## config.mk

```make
export PLATFORM = sky130hd
export DESIGN_NAME = motor_enable_bootstrap_sequencer_unit_flat
export DESIGN_NICKNAME = d
export VERILOG_FILES = /design/src/hdl/mebs_pkg.sv /design/src/hdl/mebs_in_if.sv /design/src/hdl/mebs_out_if.sv /design/src/hdl/mebs_cfg.sv /design/src/hdl/mebs_seq.sv /design/src/hdl/mebs_out.sv /design/src/hdl/motor_enable_bootstrap_sequencer_unit.sv /design/src/flat_wrapper.sv
export VERILOG_INCLUDE_DIRS = /design/src /design/src/hdl
export SDC_FILE = /design/constraint.sdc
export NUM_CORES = 1
export LEC_CHECK = 0
export BUFFER_PORTS_ARGS = -buffer_cell sky130_fd_sc_hd__buf_4
export CAP_MARGIN = 20
export CORE_MARGIN = 5
export CORE_UTILIZATION = 59
export DETAILED_ROUTE_END_ITERATION = 7
export GPL_TIMING_DRIVEN = 0
export HOLD_SLACK_MARGIN = 0.1
export PLACE_DENSITY = 0.78
export REMOVE_ABC_BUFFERS = 1
export SYNTH_ARGS = -nofsm -noshare
export SYNTH_HDL_FRONTEND = slang
export SYNTH_SLANG_ARGS = --single-unit
export TNS_END_PERCENT = 100
```

## constraint.sdc

```tcl
create_clock -name clk_i -period 3.5 [get_ports clk_i]
set_input_delay 0.35 -clock clk_i [delete_from_list [all_inputs] [get_ports clk_i]]
set_output_delay 0.35 -clock clk_i [all_outputs]
set_load 0.02 [all_outputs]
```

## src/hdl/assert_macros.svh

```systemverilog
// Assertion macros shared by the sequencer RTL.
`ifndef ASSERT_MACROS_SVH
`define ASSERT_MACROS_SVH

// Property checked on every clock edge outside reset.
`define ASSERT_CLK(label, prop, msg) \
  label: assert property (@(posedge clk_i) disable iff (!rst_ni) (prop)) else $error(msg);

// Antecedent implies consequent in the following cycle.
`define ASSERT_NEXT(label, ante, cons, msg) \
  label: assert property (@(posedge clk_i) disable iff (!rst_ni) (ante) |=> (cons)) \
    else $error(msg);

`endif

```

## src/hdl/mebs_pkg.sv

```systemverilog
// Package: codes, widths and structs of the motor enable bootstrap sequencer.
`default_nettype none
package mebs_pkg;

  // Field widths
  localparam int unsigned OP_W      = 3;
  localparam int unsigned FB_W      = 4;
  localparam int unsigned ACT_W     = 3;
  localparam int unsigned ID_W      = 11;
  localparam int unsigned MODE_W    = 8;
  localparam int unsigned SEQ_W     = 3;
  localparam int unsigned STEP_W    = 8;
  localparam int unsigned RETRY_W   = 10;
  localparam int unsigned CFG_IDX_W = 3;
  localparam int unsigned CFG_DAT_W = 11;

  // Operations
  localparam logic [OP_W-1:0] OP_TICK      = 3'd0;
  localparam logic [OP_W-1:0] OP_POLL      = 3'd1;
  localparam logic [OP_W-1:0] OP_FEEDBACK  = 3'd2;
  localparam logic [OP_W-1:0] OP_LINK_LOST = 3'd3;
  localparam logic [OP_W-1:0] OP_ENABLE    = 3'd4;
  localparam logic [OP_W-1:0] OP_STOP      = 3'd5;
  localparam logic [OP_W-1:0] OP_ZERO      = 3'd6;

  // Actions
  localparam logic [ACT_W-1:0] ACT_NONE      = 3'd0;
  localparam logic [ACT_W-1:0] ACT_WRITE_REG = 3'd1;
  localparam logic [ACT_W-1:0] ACT_CLEAR     = 3'd2;
  localparam logic [ACT_W-1:0] ACT_ENABLE    = 3'd3;
  localparam logic [ACT_W-1:0] ACT_ZERO      = 3'd4;
  localparam logic [ACT_W-1:0] ACT_RESET     = 3'd5;

  // Sequencer states
  localparam logic [SEQ_W-1:0] SEQ_IDLE        = 3'd0;
  localparam logic [SEQ_W-1:0] SEQ_WRITE_MODE  = 3'd1;
  localparam logic [SEQ_W-1:0] SEQ_CLEAR_ERROR = 3'd2;
  localparam logic [SEQ_W-1:0] SEQ_ENABLE      = 3'd3;
  localparam logic [SEQ_W-1:0] SEQ_WAIT        = 3'd4;
  localparam logic [SEQ_W-1:0] SEQ_ZERO        = 3'd5;

  // Configuration register indexes
  localparam logic [CFG_IDX_W-1:0] CFG_MODE_CODE = 3'd0;
  localparam logic [CFG_IDX_W-1:0] CFG_AUTO_ZERO = 3'd1;
  localparam logic [CFG_IDX_W-1:0] CFG_STEP_IVL  = 3'd2;
  localparam logic [CFG_IDX_W-1:0] CFG_RETRY_IVL = 3'd3;
  localparam logic [CFG_IDX_W-1:0] CFG_MOTOR_ID  = 3'd4;

  // Other constants
  localparam logic [ID_W-1:0]    REG_FRAME_ID   = 11'h7FF;
  localparam logic [FB_W-1:0]    DRIVE_ENABLED  = 4'd1;
  localparam logic [MODE_W-1:0]  MODE_RESET     = 8'd1;
  localparam logic [STEP_W-1:0]  STEP_RESET     = 8'd5;
  localparam logic [RETRY_W-1:0] RETRY_RESET    = 10'd50;
  localparam logic [ID_W-1:0]    MOTOR_ID_RESET = 11'd1;

  typedef struct packed {
    logic [MODE_W-1:0]  mode_code;
    logic               auto_zero_on_boot;
    logic [STEP_W-1:0]  step_interval_ms;
    logic [RETRY_W-1:0] retry_interval_ms;
    logic [ID_W-1:0]    motor_id;
  } cfg_t;

  typedef struct packed {
    logic [ACT_W-1:0]  action;
    logic [ID_W-1:0]   frame_id;
    logic [MODE_W-1:0] reg_value;
    logic [SEQ_W-1:0]  sequencer_state;
    logic              stopped;
    logic              zero_done;
  } result_t;

endpackage
`default_nettype wire

```

## src/hdl/mebs_in_if.sv

```systemverilog
// Input event channel: valid/ready plus the event fields.
`default_nettype none
interface mebs_in_if;
  logic                       valid;
  logic                       ready;
  logic [mebs_pkg::OP_W-1:0]  operation;
  logic [mebs_pkg::FB_W-1:0]  feedback_state;
  logic                       link_online;

  modport source (output valid, output operation, output feedback_state,
                  output link_online, input ready);
  modport sink   (input valid, input operation, input feedback_state,
                  input link_online, output ready);
endinterface
`default_nettype wire

```

## src/hdl/mebs_out_if.sv

```systemverilog
// Result channel: valid/ready plus the result fields.
`default_nettype none
interface mebs_out_if;
  logic                        valid;
  logic                        ready;
  logic [mebs_pkg::ACT_W-1:0]  action;
  logic [mebs_pkg::ID_W-1:0]   frame_id;
  logic [mebs_pkg::MODE_W-1:0] reg_value;
  logic [mebs_pkg::SEQ_W-1:0]  sequencer_state;
  logic                        stopped;
  logic                        zero_done;

  modport source (output valid, output action, output frame_id, output reg_value,
                  output sequencer_state, output stopped, output zero_done,
                  input ready);
  modport sink   (input valid, input action, input frame_id, input reg_value,
                  input sequencer_state, input stopped, input zero_done,
                  output ready);
endinterface
`default_nettype wire

```

## src/hdl/mebs_cfg.sv

```systemverilog
// Configuration register bank written through the plain write port.
`default_nettype none
module mebs_cfg (
  input  wire logic                           clk_i,
  input  wire logic                           rst_ni,
  input  wire logic                           cfg_we_i,
  input  wire logic [mebs_pkg::CFG_IDX_W-1:0] cfg_index_i,
  input  wire logic [mebs_pkg::CFG_DAT_W-1:0] cfg_wdata_i,
  output mebs_pkg::cfg_t                      cfg_o
);
  import mebs_pkg::*;

  cfg_t cfg_q;

  always_ff @(posedge clk_i or negedge rst_ni) begin
    if (!rst_ni) begin
      cfg_q.mode_code         <= MODE_RESET;
      cfg_q.auto_zero_on_boot <= 1'b0;
      cfg_q.step_interval_ms  <= STEP_RESET;
      cfg_q.retry_interval_ms <= RETRY_RESET;
      cfg_q.motor_id          <= MOTOR_ID_RESET;
    end else if (cfg_we_i) begin
      case (cfg_index_i)
        CFG_MODE_CODE: cfg_q.mode_code         <= cfg_wdata_i[MODE_W-1:0];
        CFG_AUTO_ZERO: cfg_q.auto_zero_on_boot <= cfg_wdata_i[0];
        CFG_STEP_IVL:  cfg_q.step_interval_ms  <= cfg_wdata_i[STEP_W-1:0];
        CFG_RETRY_IVL: cfg_q.retry_interval_ms <= cfg_wdata_i[RETRY_W-1:0];
        CFG_MOTOR_ID:  cfg_q.motor_id          <= cfg_wdata_i[ID_W-1:0];
        default: ;
      endcase
    end
  end

  assign cfg_o = cfg_q;

endmodule
`default_nettype wire

```

## src/hdl/mebs_seq.sv

```systemverilog
// Sequencer state registers and the single-pass event update logic.
`default_nettype none
`include "assert_macros.svh"
module mebs_seq #(
  parameter int unsigned ELAPSED_BITS = 16
) (
  input  wire logic                        clk_i,
  input  wire logic                        rst_ni,
  input  wire logic                        acc_i,
  input  wire logic [mebs_pkg::OP_W-1:0]   operation_i,
  input  wire logic [mebs_pkg::FB_W-1:0]   feedback_state_i,
  input  wire logic                        link_online_i,
  input  wire mebs_pkg::cfg_t              cfg_i,
  output mebs_pkg::result_t                res_o
);
  import mebs_pkg::*;

  localparam int unsigned CMP_W = (ELAPSED_BITS > RETRY_W) ? ELAPSED_BITS : RETRY_W;

  logic [SEQ_W-1:0]        seq_q, seq_d;
  logic [ELAPSED_BITS-1:0] elapsed_q, elapsed_d;
  logic                    taken_q, taken_d;
  logic                    fresh_q, fresh_d;
  logic                    ever_q, ever_d;
  logic [FB_W-1:0]         drive_q, drive_d;
  logic                    stop_q, stop_d;
  logic                    zeroed_q, zeroed_d;

  logic [ACT_W-1:0] act;
  logic             drive_en;
  logic             step_hold;
  logic             retry_hold;
  logic             go;
  logic [SEQ_W-1:0] seq_eff;
  logic             taken_eff;

  assign drive_en   = ever_q && link_online_i && (drive_q == DRIVE_ENABLED);
  assign step_hold  = CMP_W'(elapsed_q) < CMP_W'(cfg_i.step_interval_ms);
  assign retry_hold = CMP_W'(elapsed_q) < CMP_W'(cfg_i.retry_interval_ms);

  always_comb begin
    seq_d     = seq_q;
    elapsed_d = elapsed_q;
    taken_d   = taken_q;
    fresh_d   = fresh_q;
    ever_d    = ever_q;
    drive_d   = drive_q;
    stop_d    = stop_q;
    zeroed_d  = zeroed_q;
    act       = ACT_NONE;
    go        = 1'b0;
    seq_eff   = seq_q;
    taken_eff = taken_q;

    case (operation_i)
      OP_TICK: begin
        if (elapsed_q != {ELAPSED_BITS{1'b1}}) begin
          elapsed_d = elapsed_q + 1'b1;
        end
      end
      OP_POLL: begin
        if (seq_q != SEQ_IDLE) begin
          go = 1'b1;
          if (seq_q == SEQ_WAIT) begin
            if (fresh_q && drive_en) begin
              seq_d   = (cfg_i.auto_zero_on_boot && !zeroed_q) ? SEQ_ZERO : SEQ_IDLE;
              taken_d = 1'b0;
              go      = 1'b0;
            end else if (taken_q && retry_hold) begin
              go = 1'b0;
            end else begin
              // retry timed out or never armed: restart from the mode write
              seq_eff   = SEQ_WRITE_MODE;
              taken_eff = 1'b0;
              seq_d     = SEQ_WRITE_MODE;
              taken_d   = 1'b0;
              fresh_d   = 1'b0;
            end
          end
          if (go && !(taken_eff && step_hold)) begin
            case (seq_eff)
              SEQ_WRITE_MODE: begin
                act   = ACT_WRITE_REG;
                seq_d = SEQ_CLEAR_ERROR;
              end
              SEQ_CLEAR_ERROR: begin
                act   = ACT_CLEAR;
                seq_d = SEQ_ENABLE;
              end
              SEQ_ENABLE: begin
                act   = ACT_ENABLE;
                seq_d = SEQ_WAIT;
              end
              SEQ_ZERO: begin
                act      = ACT_ZERO;
                zeroed_d = 1'b1;
                seq_d    = SEQ_IDLE;
              end
              default: ;
            endcase
            taken_d   = 1'b1;
            elapsed_d = '0;
          end
        end
        // idle, not stopped and drive not up: start over
        if (!stop_q && seq_d == SEQ_IDLE && !drive_en) begin
          seq_d   = SEQ_WRITE_MODE;
          taken_d = 1'b0;
          fresh_d = 1'b0;
        end
      end
      OP_FEEDBACK: begin
        drive_d = feedback_state_i;
        fresh_d = 1'b1;
        ever_d  = 1'b1;
      end
      OP_LINK_LOST: begin
        if (!stop_q && seq_q == SEQ_IDLE) begin
          seq_d   = SEQ_WRITE_MODE;
          taken_d = 1'b0;
          fresh_d = 1'b0;
        end
      end
      OP_ENABLE: begin
        if (stop_q && seq_q == SEQ_IDLE) begin
          seq_d   = SEQ_WRITE_MODE;
          taken_d = 1'b0;
          fresh_d = 1'b0;
        end
        stop_d = 1'b0;
      end
      OP_STOP: begin
        if (!stop_q) begin
          stop_d = 1'b1;
          seq_d  = SEQ_IDLE;
          act    = ACT_RESET;
        end
      end
      OP_ZERO: begin
        act      = ACT_ZERO;
        zeroed_d = 1'b1;
      end
      default: ;
    endcase
  end

  always_ff @(posedge clk_i or negedge rst_ni) begin
    if (!rst_ni) begin
      seq_q     <= SEQ_WRITE_MODE;
      elapsed_q <= '0;
      taken_q   <= 1'b0;
      fresh_q   <= 1'b0;
      ever_q    <= 1'b0;
      drive_q   <= '0;
      stop_q    <= 1'b0;
      zeroed_q  <= 1'b0;
    end else if (acc_i) begin
      seq_q     <= seq_d;
      elapsed_q <= elapsed_d;
      taken_q   <= taken_d;
      fresh_q   <= fresh_d;
      ever_q    <= ever_d;
      drive_q   <= drive_d;
      stop_q    <= stop_d;
      zeroed_q  <= zeroed_d;
    end
  end

  always_comb begin
    res_o.action          = act;
    res_o.frame_id        = (act == ACT_NONE) ? '0 :
                            (act == ACT_WRITE_REG) ? REG_FRAME_ID : cfg_i.motor_id;
    res_o.reg_value       = (act == ACT_WRITE_REG) ? cfg_i.mode_code : '0;
    res_o.sequencer_state = seq_d;
    res_o.stopped         = stop_d;
    res_o.zero_done       = zeroed_d;
  end

  `ASSERT_NEXT(a_enable_to_wait, acc_i && act == ACT_ENABLE, seq_q == SEQ_WAIT,
               "enable action did not enter wait state")
  `ASSERT_NEXT(a_stop_idles, acc_i && operation_i == OP_STOP && !stop_q,
               stop_q && seq_q == SEQ_IDLE, "stop did not idle the sequencer")
  `ASSERT_NEXT(a_action_clears_timer,
               acc_i && (act == ACT_WRITE_REG || act == ACT_CLEAR || act == ACT_ENABLE),
               elapsed_q == '0 && taken_q, "sequence action did not restart the timer")

endmodule
`default_nettype wire

```

## src/hdl/mebs_out.sv

```systemverilog
// Result register: holds one result until the sink takes it.
`default_nettype none
`include "assert_macros.svh"
module mebs_out (
  input  wire logic           clk_i,
  input  wire logic           rst_ni,
  input  wire logic           acc_i,
  input  wire mebs_pkg::result_t res_i,
  output logic                room_o,
  mebs_out_if.source          out_o
);
  import mebs_pkg::*;

  logic    valid_q, valid_d;
  result_t res_q;

  // Free when empty or when the held result leaves this cycle.
  assign room_o = !valid_q || out_o.ready;

  always_comb begin
    valid_d = valid_q;
    if (acc_i) begin
      valid_d = 1'b1;
    end else if (out_o.ready) begin
      valid_d = 1'b0;
    end
  end

  always_ff @(posedge clk_i or negedge rst_ni) begin
    if (!rst_ni) begin
      valid_q <= 1'b0;
    end else begin
      valid_q <= valid_d;
    end
  end

  always_ff @(posedge clk_i) begin
    if (acc_i) begin
      res_q <= res_i;
    end
  end

  assign out_o.valid           = valid_q;
  assign out_o.action          = res_q.action;
  assign out_o.frame_id        = res_q.frame_id;
  assign out_o.reg_value       = res_q.reg_value;
  assign out_o.sequencer_state = res_q.sequencer_state;
  assign out_o.stopped         = res_q.stopped;
  assign out_o.zero_done       = res_q.zero_done;

  `ASSERT_NEXT(a_accept_fills, acc_i, valid_q, "accepted item produced no result")
  `ASSERT_CLK(a_no_overwrite, !(acc_i && valid_q && !out_o.ready),
              "result register overwritten while held")

endmodule
`default_nettype wire

```

## src/hdl/motor_enable_bootstrap_sequencer_unit.sv

```systemverilog
// Top level of the motor enable bootstrap sequencer.
// Each accepted event (tick, poll, feedback, link lost, enable, stop, zero)
// is applied to the sequencer state and produces exactly one result, which
// appears in the result register on the next cycle. One event can be
// accepted every cycle; the input stalls only while the result register
// holds a result that the sink has not taken. The rate is set by the single
// state-update pass between the sequencer registers and the result register.
// Configuration registers are to be written through cfg_we_i/cfg_index_i/
// cfg_wdata_i only while no event is in flight; the block does not enforce it.
`default_nettype none
module motor_enable_bootstrap_sequencer_unit #(
  parameter int unsigned ELAPSED_BITS = 16
) (
  input  wire logic                           clk_i,
  input  wire logic                           rst_ni,
  input  wire logic                           cfg_we_i,
  input  wire logic [mebs_pkg::CFG_IDX_W-1:0] cfg_index_i,
  input  wire logic [mebs_pkg::CFG_DAT_W-1:0] cfg_wdata_i,
  mebs_in_if.sink                             in_i,
  mebs_out_if.source                          out_o
);
  import mebs_pkg::*;

  cfg_t    cfg;
  result_t res;
  logic    room;
  logic    acc;

  assign in_i.ready = room;
  assign acc        = in_i.valid && room;

  mebs_cfg u_cfg (
    .clk_i       (clk_i),
    .rst_ni      (rst_ni),
    .cfg_we_i    (cfg_we_i),
    .cfg_index_i (cfg_index_i),
    .cfg_wdata_i (cfg_wdata_i),
    .cfg_o       (cfg)
  );

  mebs_seq #(
    .ELAPSED_BITS (ELAPSED_BITS)
  ) u_seq (
    .clk_i            (clk_i),
    .rst_ni           (rst_ni),
    .acc_i            (acc),
    .operation_i      (in_i.operation),
    .feedback_state_i (in_i.feedback_state),
    .link_online_i    (in_i.link_online),
    .cfg_i            (cfg),
    .res_o            (res)
  );

  mebs_out u_out (
    .clk_i  (clk_i),
    .rst_ni (rst_ni),
    .acc_i  (acc),
    .res_i  (res),
    .room_o (room),
    .out_o  (out_o)
  );

endmodule
`default_nettype wire
```

## src/flat_wrapper.sv

```systemverilog
// flat-port wrapper written by rule: the top's interface ports become plain ports
module motor_enable_bootstrap_sequencer_unit_flat import mebs_pkg::*;
#(
  parameter int unsigned ELAPSED_BITS = 16
)
  (clk_i, rst_ni, cfg_we_i, cfg_index_i, cfg_wdata_i, in_i_valid, in_i_operation, in_i_feedback_state, in_i_link_online, in_i_ready, out_o_valid, out_o_action, out_o_frame_id, out_o_reg_value, out_o_sequencer_state, out_o_stopped, out_o_zero_done, out_o_ready);
  mebs_in_if in_i_i ();
  mebs_out_if out_o_i ();
  input  wire logic clk_i;
  input  wire logic rst_ni;
  input  wire logic cfg_we_i;
  input  wire logic [mebs_pkg::CFG_IDX_W-1:0] cfg_index_i;
  input  wire logic [mebs_pkg::CFG_DAT_W-1:0] cfg_wdata_i;
  input wire logic [$bits(in_i_i.valid)-1:0] in_i_valid;
  input wire logic [$bits(in_i_i.operation)-1:0] in_i_operation;
  input wire logic [$bits(in_i_i.feedback_state)-1:0] in_i_feedback_state;
  input wire logic [$bits(in_i_i.link_online)-1:0] in_i_link_online;
  output wire logic [$bits(in_i_i.ready)-1:0] in_i_ready;
  output wire logic [$bits(out_o_i.valid)-1:0] out_o_valid;
  output wire logic [$bits(out_o_i.action)-1:0] out_o_action;
  output wire logic [$bits(out_o_i.frame_id)-1:0] out_o_frame_id;
  output wire logic [$bits(out_o_i.reg_value)-1:0] out_o_reg_value;
  output wire logic [$bits(out_o_i.sequencer_state)-1:0] out_o_sequencer_state;
  output wire logic [$bits(out_o_i.stopped)-1:0] out_o_stopped;
  output wire logic [$bits(out_o_i.zero_done)-1:0] out_o_zero_done;
  input wire logic [$bits(out_o_i.ready)-1:0] out_o_ready;
  assign in_i_i.valid = in_i_valid;
  assign in_i_i.operation = in_i_operation;
  assign in_i_i.feedback_state = in_i_feedback_state;
  assign in_i_i.link_online = in_i_link_online;
  assign in_i_ready = in_i_i.ready;
  assign out_o_valid = out_o_i.valid;
  assign out_o_action = out_o_i.action;
  assign out_o_frame_id = out_o_i.frame_id;
  assign out_o_reg_value = out_o_i.reg_value;
  assign out_o_sequencer_state = out_o_i.sequencer_state;
  assign out_o_stopped = out_o_i.stopped;
  assign out_o_zero_done = out_o_i.zero_done;
  assign out_o_i.ready = out_o_ready;
  motor_enable_bootstrap_sequencer_unit #(.ELAPSED_BITS(ELAPSED_BITS)) u_core (.clk_i(clk_i), .rst_ni(rst_ni), .cfg_we_i(cfg_we_i), .cfg_index_i(cfg_index_i), .cfg_wdata_i(cfg_wdata_i), .in_i(in_i_i), .out_o(out_o_i));
endmodule
```

# --- Word-level counts from Yosys, hierarchy flattened ---
# Cells that the tools add are included.
op_classes:
  addsub: 1
  magnitude_cmp: 2
  eq_ne: 28
  mux: 58
  n_reduce_logical: 37
ops:
  columns: ["operator", "n"]
  rows:
  - ["$mux W3", 18]
  - ["$mux W16", 3]
  - ["$pmux W3 S4", 3]
  - ["$pmux W16 S2", 1]
  - ["$mux W1", 27]
  - ["$eq A3 B2 Y1 const B", 6]
  - ["$eq A3 B3 Y1 const B", 6]
  - ["$add A16 B1 Y16 const B", 1]
  - ["$lt A16 B10 Y1", 1]
  - ["$lt A16 B8 Y1", 1]
  - ["$ne A16 B16 Y1 const B", 1]
  - ["$logic_not A3 Y1", 5]
  - ["$eq A3 B1 Y1 const B", 4]
  - ["$logic_and A1 B1 Y1", 12]
  - ["$ne A3 B3 Y1 const B", 4]
  - ["$reduce_and A2 Y1", 6]
  - ["$mux W11", 1]
  - ["$ne A2 B2 Y1 const B", 5]
  - ["$pmux W3 S3", 1]
  - ["$reduce_and A8 Y1", 1]
  - ["$reduce_and A6 Y1", 1]
  - ["$reduce_bool A3 Y1", 2]
  - ["$logic_not A1 Y1", 5]
  - ["$reduce_and A5 Y1", 1]
  - ["other kinds (8)", 10]
totals:
  register_bits: 94
  input_bits: 27
  out_inout_bits: 29
  elab_cells: 146

# --- Logic depth before layout (Yosys ltp) ---
# Gate-level depths: netlist of run 1.
logic_depth:
  depth_word: 18
  mapped_depth: 11
  depth_no_buf: 10

# --- Modules after synthesis ---
# Synthesis of run 1 repeated with hierarchy kept, for this count alone.
hier_totals:
  cells_unflattened: 455
  area_unflattened_um2: 5076.1
modules_own_cells:
  columns: ["mod", "n_inst", "cells_each", "area_each_um2", "seq_area_each_um2"]
  rows:
  - ["mebs_seq", 1, 340, 2735.1, 701.9]
  - ["mebs_cfg", 1, 84, 1476.4, 959.7]
  - ["mebs_out", 1, 30, 858.3, 835.8]
  - ["motor_enable_bootstrap_sequencer_unit", 1, 1, 6.3, 0.0]

# --- Worst setup path before layout of run 1 ---
# No wires, ideal clock.
synth_path:
  path_kind: "reg-to-reg"
  startpoint: "reg u_core.u_cfg.cfg_q, in the netlist u_core.u_cfg.cfg_o[12]"
  endpoint: "reg u_core.u_out.res_q, in the netlist u_core.u_out.out_o.frame_id[0] (data pin)"
  setup_time_ps: 261
  t_arrival_ps: 2380
  required_time_ps: 3239
  slack_ps: 860
  path_stages_with_launch: 11
  path_buffers: 1
  synth_period_minus_slack_ps: 2640
  path_cell_list: "dfstp_2 inv_1 ha_1 or4_1 a21oi_1 o31a_1 a21boi_0 o22a_1 a31oi_2 buf_2 a21oi_1"
synth_between:
  elab_chain_len: 15
  elab_cells_between_ends: 31
  classes_between: "order compare (1); eq/ne (5); mux (20); reduce/logical (5)"
synth_rtl:
  columns: ["element", "line", "text"]
  rows:
  - ["start: declaration", "mebs_cfg.sv:13", "cfg_t cfg_q;"]
  - ["$lt A16 B10 Y1 (*)", "mebs_seq.sv:39", "assign retry_hold = CMP_W'(elapsed_q) < CMP_W'(cfg_i.retry_interval_ms);"]
  - ["$logic_and A1 B1 Y1 (*)", "mebs_seq.sv:69", "end else if (taken_q && retry_hold) begin"]
  - ["branches (longest 8 deep; another with $pmux W3 S4)", null, null]
  - ["$mux W3 (*)", "mebs_seq.sv:80", "if (go && !(taken_eff && step_hold)) begin"]
  - ["$mux W3 (*)", "mebs_seq.sv:62", "if (seq_q != SEQ_IDLE) begin"]
  - ["$pmux W3 S3 (*)", "mebs_seq.sv:55", "case (operation_i)"]
  - ["$eq A3 B1 Y1", "mebs_seq.sv:172", "(act == ACT_WRITE_REG) ? REG_FRAME_ID : cfg_i.motor_id;"]
  - ["$mux W11", "mebs_seq.sv:172", null]
  - ["end signal: assignment", "mebs_out.sv:39", "res_q <= res_i;"]
  - ["end: declaration", "mebs_out.sv:15", "result_t res_q;"]
# Every way passes the cells marked *. The select of a mux whose other input is x is not followed.
# A chain may end at the register's enable or synchronous reset.

==> load_flow_metrics.sql, run 1 <==
INSERT INTO impl_metrics (metric_group, metric, value, unit) VALUES
('detailed_routing', 'route.antenna.remaining_nets', '0', ''),
('placement', 'dpl.hpwl', '7790', 'um'),
('setup_path', 'timing.reg2reg.setup_slack', '0.33', 'ns'),
('floorplan', 'standard_cell_rows', '33', ''),
('global_routing', 'gr-total-overflow', '0', ''),
('synthesis', 'synth_edf_count', '27', ''),
('synthesis', 'dominantRegCellSynth', 'dfrtp_1', ''),
('setup_path', 'critPathKind', 'flip-flop to flip-flop', ''),
('setup_path', 'critPathLaunch', 'u_core.u_cfg.cfg_o[12]', ''),
('final_layout', 'ff_latch_area', '2500', 'um2'),
('cts', 'clk_latency', '0.38', 'ns'),
('timing', 'worst_pin_slew', '1.09', 'ns'),
('detailed_routing', 'post_drt_via_cell_ratio', '6.11', ''),
('global_routing', 'global_route_wire_length_before_repair', '18100', 'um'),
('power_and_ir_drop', 'seq_pwr_share', '0.490', ''),
('final_layout', 'finish.cell_count_without_fillers', '618', ''),
('setup_path', 'worst_r2r_startpoint', 'u_core.u_cfg.cfg_o[12]', ''),
('final_layout', 'multi_input_area', '2340', 'um2'),
('power_and_ir_drop', 'static_leakage', '2.43', 'nW'),
('floorplan', 'die_y', '102', 'um'),
('power_and_ir_drop', 'clockPowerShare', '0.233', ''),
('setup_path', 'crit_arrival', '3.30', 'ns'),
('final_layout', 'n_antenna_cell', '0', ''),
('floorplan', 'core_area', '8260', 'um2'),
('synthesis', 'synth.top_cells.by_count', 'dfrtp_1, a21oi_1, mux2_2', ''),
('synthesis', 'synth.avg_cell_area', '10.8', 'um2'),
('cts', 'htree_levels', '3', ''),
('detailed_routing', 'routed_wirelength', '11000', 'um'),
('timing', 'clock_skew', '0.0176', 'ns'),
('timing', 'fin_crit', '3.17', 'ns'),
('detailed_routing', 'detail_route.wl_per_cell', '17.7', 'um'),
('timing', 'timing.final.setup_violations', '0', ''),
('placement', 'io_buffers', '55', ''),
('timing', 'period_share', '0.907', ''),
('timing', 'max_clock_freq', '315', 'MHz'),
('detailed_routing', 'vias', '3773', ''),
('floorplan', 'design.portCount', '56', ''),
('cts', 'tritoncts', 'yes', ''),
('placement', 'gp_congestion', '0.872', ''),
('synthesis', 'synth_seq_cells', '94', ''),
('worst_hold_path', 'timing.hold.worst.class', 'input port to async pin', ''),
('synthesis', 'synth_seq_area_share', '0.495', ''),
('synthesis', 'synth_area', '5040', 'um2'),
('final_layout', 'post_route_cells_drive_above_1_share', '0.271', ''),
('timing', 'totalNegativeSetupSlack', '0', 'ns'),
('timing', 'grt_setup_unrepaired', 'false', ''),
('final_layout', 'synthToLayoutAreaGrowth', '13.6', '%'),
('synthesis', 'syn-instance-count', '465', ''),
('floorplan', 'initial_core_util', '0.610', ''),
('global_routing', 'antenna_found_initial', '0', ''),
('setup_path', 'cp_data_required_time', '3.63', 'ns'),
('synthesis', 'synth_top_cells_by_area', 'dfrtp_1, edfxtp_1, mux2_2', ''),
('power_and_ir_drop', 'proportion_of_total_power_due_to_net_switching', '0.340', ''),
('floorplan', 'die_width', '102', 'um'),
('final_layout', 'finish.net_count', '552', ''),
('cts', 'clkTransAtPathRegs', '0.11', 'ns'),
('timing', 'timing.max_slew.rel_slack', '0.273', ''),
('status', 'run_status', 'completed', ''),
('detailed_routing', 'detail_route.iter0.violations', '215', ''),
('synthesis', 'yosys.cell_count.top_type', 'dfrtp_1', ''),
('setup_path', 'rr_worst_depth', '10', ''),
('synthesis', 'post-synth-top-area-fraction', '0.293', ''),
('detailed_routing', 'firstDrtPassIters', '4', ''),
('synthesis', 'synth_largest_area_cell', 'dfrtp_1', ''),
('cts', 'number_of_buffers_created_by_cts', '9', ''),
('setup_path', 'crit_path_end', 'u_core.u_out.out_o.reg_value[5]', ''),
('cts', 'cts_root_buffer', 'clkbuf_8', ''),
('synthesis', 'yosysWarningCount', '0', ''),
('cts', 'tritoncts_num_sinks', '94', ''),
('final_layout', 'nFillCells', '614', ''),
('detailed_routing', 'remaining_drc_errors', '0', '');
## flip-flops by register name (all words and copies together), names as in the netlist
name,cells
u_core.u_out.out_o.frame_id,11
u_core.u_out.out_o.reg_value,8
u_core.u_out.out_o.valid,1
u_core.u_out.out_o.stopped,1
u_core.u_seq.drive_q,4
u_core.u_out.out_o.action,3
u_core.u_seq.zeroed_q,1
u_core.u_out.out_o.zero_done,1
u_core.u_seq.ever_q,1
u_core.u_seq.stop_q,1
u_core.u_out.out_o.sequencer_state,3
u_core.u_seq.fresh_q,1
u_core.u_seq.seq_q,3
u_core.u_seq.elapsed_q,16
u_core.u_cfg.cfg_o,38
u_core.u_seq.taken_q,1
## critical path, stage by stage, from the launching register on
cell and delay, ns:
dfstp_2 0.55, inv_1 0.04, ha_1 0.17, or4_1 0.49
a21oi_1 0.14, o31a_1 0.25, a21boi_0 0.23, o22a_1 0.31
a31oi_4 0.38, inv_2 0.15, and3_1 0.21
## per-stage QoR
step	total power [W]	worst slack, ns	utilization	hold slack, ns	instance area, um2
2_1_floorplan	0.00205	0.516	-	0.0544	4910
3_3_place_gp	0.00226	-0.0547	0.660	0.452	5450
3_5_place_dp	0.00232	-0.0451	0.665	0.448	5490
4_1_cts	0.00302	0.150	0.688	0.111	5690
5_1_grt	0.00321	0.0831	0.693	0.154	5730
6_report	0.00303	0.326	0.693	0.0846	5730
## power groups by stage
stage | Sequential [W] | Clock (W) | Combinational (W)
floorplan | 0.00150 | 0 | 0.000543
global placement | 0.00149 | 0 | 0.000770
detailed placement | 0.00150 | 0 | 0.000819
CTS | 0.00148 | 0.000714 | 0.000826
global route | 0.00151 | 0.000770 | 0.000931
finish | 0.00149 | 0.000706 | 0.000838
## final cells by class
| class | count | area share |
|---|---|---|
| Clock buffer | 9 | 0.0216 |
| Tap cell | 105 | 0.0229 |
| Clock inverter | 7 | 0.0114 |
| Multi-Input combinational cell | 321 | 0.408 |
| Timing Repair Buffer | 60 | 0.0852 |
| Inverter | 22 | 0.0144 |
| Sequential cell | 94 | 0.436 |
## cell families (layout without fill, tap and decap cells)
family          after synthesis  in the layout  synth area share
mux                          47             47             0.102
fa+ha+maj                    17             17            0.0422
buf+inv                      50             98            0.0429
simple gates                125            125             0.143
flops                        94             94             0.495
compound gates              132            132             0.175
## layer usage
metal  global-route usage  vias to the layer above  wire length (um)
met5                    0                        -                 0
met4               0.0767                        0               190
met3               0.0437                       17               499
met2                0.348                       89              5380
met1                0.303                     1866              4890
li1                     -                     1801                 -
## worst min path at each step
stage | start | endpoint | slack [ns] | cells after the start
floorplan | rst_ni | u_core.u_cfg.cfg_o[10] | 0.05 | 0
global placement | u_core.u_seq.ever_q | u_core.u_seq.ever_q | 0.45 | 1
detailed placement | u_core.u_seq.ever_q | u_core.u_seq.ever_q | 0.45 | 1
CTS | rst_ni | u_core.u_cfg.cfg_o[6] | 0.11 | 1
global route | rst_ni | u_core.u_cfg.cfg_o[6] | 0.15 | 1
finish | rst_ni | u_core.u_out.out_o.valid | 0.08 | 1
## layout by cell type, fill, tap and decap left out, drive strengths merged, types with 3 or more instances in the layout
cell type  instances
dfrtp             59
buf               59
a21oi             45
mux2              35
o21ai             34
nand2             28
edfxtp            27
inv               26
ha                17
and3              15
nor2              14
o21bai            13
nand3             12
mux2i             12
nand2b            11
clkbuf            10
nor3               8
dfstp              8
nand4              5
or4                5
nor3b              4
and2               4
a21o               3
or2                3
a32o               3
o2111ai            3
a211oi             3
and2b              3
o22ai              3
a31oi              3
clkinv             3
## repair_timing
action / in CTS / in global routing
pin swaps: 1 / 0
hold buffers: 0 / 0
resized for setup: 0 / 1
endpoints found under the setup margin: 12 / 8
setup buffers: 1 / 0
No activity file was read; power rests on OpenSTA's default activity.
==> run 2: changes to the inputs <==
--- a/config.mk
+++ b/config.mk
@@ -8,12 +8,15 @@
 export LEC_CHECK = 0
 export BUFFER_PORTS_ARGS = -buffer_cell sky130_fd_sc_hd__buf_4
 export CAP_MARGIN = 20
+export CELL_PAD_IN_SITES_DETAIL_PLACEMENT = 0
+export CELL_PAD_IN_SITES_GLOBAL_PLACEMENT = 2
 export CORE_MARGIN = 5
-export CORE_UTILIZATION = 59
+export CORE_UTILIZATION = 39
 export DETAILED_ROUTE_END_ITERATION = 7
 export GPL_TIMING_DRIVEN = 0
 export HOLD_SLACK_MARGIN = 0.1
 export PLACE_DENSITY = 0.78
+export RECOVER_POWER = 50
 export REMOVE_ABC_BUFFERS = 1
 export SYNTH_ARGS = -nofsm -noshare
 export SYNTH_HDL_FRONTEND = slang
==> load_flow_metrics.sql, run 2 (synthesized netlist as in run 1, its figures left out) <==
INSERT INTO impl_metrics (metric_group, metric, value, unit) VALUES
('final_layout', 'largest_register_ffs', '38', ''),
('power_and_ir_drop', 'switching_power_of_the_nets', '0.00103', 'W'),
('cts', 'clkTransAtPathRegs', '0.07', 'ns'),
('timing', 'worst_pin_slew', '1.72', 'ns'),
('final_layout', 'nFillCells', '1243', ''),
('final_layout', 'finalCoreUtilization', '0.460', ''),
('power_and_ir_drop', 'static_leakage', '2.38', 'nW'),
('timing', 'totalNegativeSetupSlack', '0', 'ns'),
('cts', 'htree_levels', '3', ''),
('global_routing', 'grt_max_degree', '68', ''),
('cts', 'clk_latency', '0.35', 'ns'),
('final_layout', 'finish.net_count', '555', ''),
('setup_path', 'crit_path_top_delay_cell', 'o22ai_2', ''),
('detailed_routing', 'post_drt_via_cell_ratio', '5.30', ''),
('global_routing', 'first_global_vias', '3618', ''),
('cts', 'tritoncts_num_sinks', '94', ''),
('final_layout', 'ff_latch_area', '2500', 'um2'),
('power_and_ir_drop', 'proportion_of_total_power_due_to_net_switching', '0.320', ''),
('floorplan', 'die_width', '124', 'um'),
('placement', 'pre_cts_ws', '-0.0356', 'ns'),
('floorplan', 'floorplan.die_area', '15300', 'um2'),
('floorplan', 'die_y', '124', 'um'),
('detailed_routing', 'remaining_drc_errors', '0', ''),
('power_and_ir_drop', 'seq_pwr_share', '0.462', ''),
('global_routing', 'grt_util_all_layers', '0.160', ''),
('setup_path', 'max_stage_delay', '0.76', 'ns'),
('detailed_routing', 'routed_wirelength', '11500', 'um'),
('detailed_routing', 'route.antenna.remaining_nets', '0', ''),
('setup_path', 'cp_data_required_time', '3.73', 'ns'),
('timing', 'maxSlewViolCount', '68', ''),
('detailed_routing', 'detail_route.iter0.violations', '214', ''),
('detailed_routing', 'detail_route.wl_per_cell', '16.7', 'um'),
('floorplan', 'standard_cell_rows', '41', ''),
('power_and_ir_drop', 'clockPowerShare', '0.287', ''),
('timing', 'layout_setup_ws', '0.312', 'ns'),
('cts', 'cts_root_buffer', 'clkbuf_16', ''),
('timing', 'period_share', '0.911', ''),
('final_layout', 'most-common-layout-cells', 'dfrtp_1, a21oi_1, mux2_2', ''),
('timing', 'timing_hold_violations_final', '0', ''),
('flow_run', 'max_capacitance_violation_count', '1', ''),
('setup_path', 'crit_arrival', '3.41', 'ns'),
('status', 'run_status', 'complete, but fails checks', ''),
('power_and_ir_drop', 'combPwrFrac', '0.251', ''),
('setup_path', 'critPathKind', 'flip-flop to flip-flop', ''),
('power_and_ir_drop', 'power_density', '552', 'nW/um2'),
('floorplan', 'core_area', '12700', 'um2'),
('cts', 'number_of_buffers_created_by_cts', '9', ''),
('cts', 'hold_fix_buffer_count_after_cts', '0', ''),
('setup_path', 'end_kind', 'flip-flop', ''),
('detailed_routing', 'firstDrtPassIters', '4', ''),
('detailed_routing', 'vias', '3644', ''),
('setup_path', 'critical_path.cell_chain', 'ha_1 > or4_1 > a21oi_1 > o31a_1 > a21boi_0 > o22ai_2 > buf_8 > a21oi_1 > mux2i_1', ''),
('worst_hold_path', 'timing.hold.worst.class', 'input port to flip-flop', ''),
('power_and_ir_drop', 'vdd.ir_drop.worst', '0.198', 'mV'),
('placement', 'dpl.hpwl', '8290', 'um'),
('final_layout', 'n_antenna_cell', '0', ''),
('setup_path', 'cp_common_cell', 'a21oi_1', ''),
('timing', 'fin_crit', '3.19', 'ns'),
('timing', 'max_clock_freq', '314', 'MHz'),
('setup_path', 'cp-start-kind', 'flip-flop', ''),
('timing', 'timing.max_slew.rel_slack', '-0.143', ''),
('status', 'violated_checks', 'max-capacitance violations, max-slew violations', ''),
('power_and_ir_drop', 'power_report.internal_total', '0.00219', 'W'),
('final_layout', 'mostFrequentLayoutCell', 'dfrtp_1', ''),
('timing', 'timing.final.setup_violations', '0', ''),
('final_layout', 'synthToLayoutAreaGrowth', '15.5', '%'),
('timing', 'grt_setup_unrepaired', 'false', ''),
('floorplan', 'initial_core_util', '0.398', ''),
('cts', 'cts.path.max_buffers', '2', ''),
('final_layout', 'multi_input_area', '2340', 'um2'),
('setup_path', 'critical_path.max_fanout', '21', ''),
('floorplan', 'design.portCount', '56', ''),
('final_layout', 'post_route_cells_drive_above_1_share', '0.215', ''),
('global_routing', 'gr-total-overflow', '0', ''),
('cts', 'tritoncts', 'yes', ''),
('global_routing', 'antenna_found_initial', '0', ''),
('final_layout', 'layout.cell_area.non_filler', '5820', 'um2'),
('placement', 'io_buffers', '55', ''),
('global_routing', 'global_route_wire_length_before_repair', '18900', 'um'),
('placement', 'gp_congestion', '0.754', ''),
('placement', 'dp_area', '5620', 'um2'),
('timing', 'clock_skew', '0.00854', 'ns');
==> run 2: critical path: cells and delay by family, from the launching register on <==
family / cells / cell delay (ns)
AO/OA/AOI/OAI: 5 / 1.45
adder cells (fa/ha/maj): 1 / 0.26
buffers and inverters: 1 / 0.25
flip-flops: 1 / 0.45
multiplexers: 1 / 0.12
AND/OR/NAND/NOR: 1 / 0.52
==> run 2: metal layers <==
metal	wire [um]	vias up	GRT usage
met2	5350	41	0.249
met3	353	11	0.0300
met1	5640	1780	0.224
met5	0	-	0
li1	-	1812	-
met4	152	0	0.0540
==> run 2: what timing repair did <==
item / CTS / global route
setup endpoints to repair: 11 / 7
buffers inserted: 1 / 0
pin swaps: 1 / 0
gates resized for setup: 0 / 1
==> run 2: layout make-up <==
type / instances / area share
timing repair buffer: 63 / 0.0711
tap: 172 / 0.0369
clock buffer: 11 / 0.0400
multi-input combinational: 321 / 0.402
inverter: 22 / 0.0142
sequential: 94 / 0.429
clock inverter: 5 / 0.00752
==> run 2: final timing paths <==
| check | end | startpoint | slack [ns] | cells after the start |
|---|---|---|---|---|
| min in group asynchronous | u_core.u_seq.elapsed_q[9] | rst_ni | 0.46 | 1 |
| worst max register to register | u_core.u_seq.elapsed_q[10] | u_core.u_seq.elapsed_q[7] | 0.31 | 9 |
| worst max-delay path | u_core.u_seq.elapsed_q[10] | u_core.u_seq.elapsed_q[7] | 0.31 | 9 |
| max in group asynchronous | u_core.u_cfg.cfg_o[22] | rst_ni | 2.04 | 1 |
| worst min-delay path | u_core.u_out.out_o.valid | in_i_valid | 0.21 | 2 |
| worst min register to register | u_core.u_seq.ever_q | u_core.u_seq.ever_q | 0.47 | 1 |
==> run 2: power by group through the flow <==
stage / registers [W] / logic [W] / clock network (W)
floorplan: 0.00150 / 0.000543 / 0
global placement: 0.00150 / 0.000801 / 0
detailed placement: 0.00151 / 0.000830 / 0
CTS: 0.00148 / 0.000835 / 0.000955
global route: 0.00151 / 0.000911 / 0.00100
finish: 0.00149 / 0.000807 / 0.000922
==> run 2: per-stage QoR <==
stage | hold WS [ns] | instances | power [W]
3_3_place_gp | 0.447 | 664 | 0.00230
3_5_place_dp | 0.464 | 669 | 0.00234
6_report | 0.210 | 688 | 0.00321
5_1_grt | 0.209 | 688 | 0.00342
4_1_cts | 0.160 | 686 | 0.00327
2_1_floorplan | 0.0544 | 437 | 0.00205
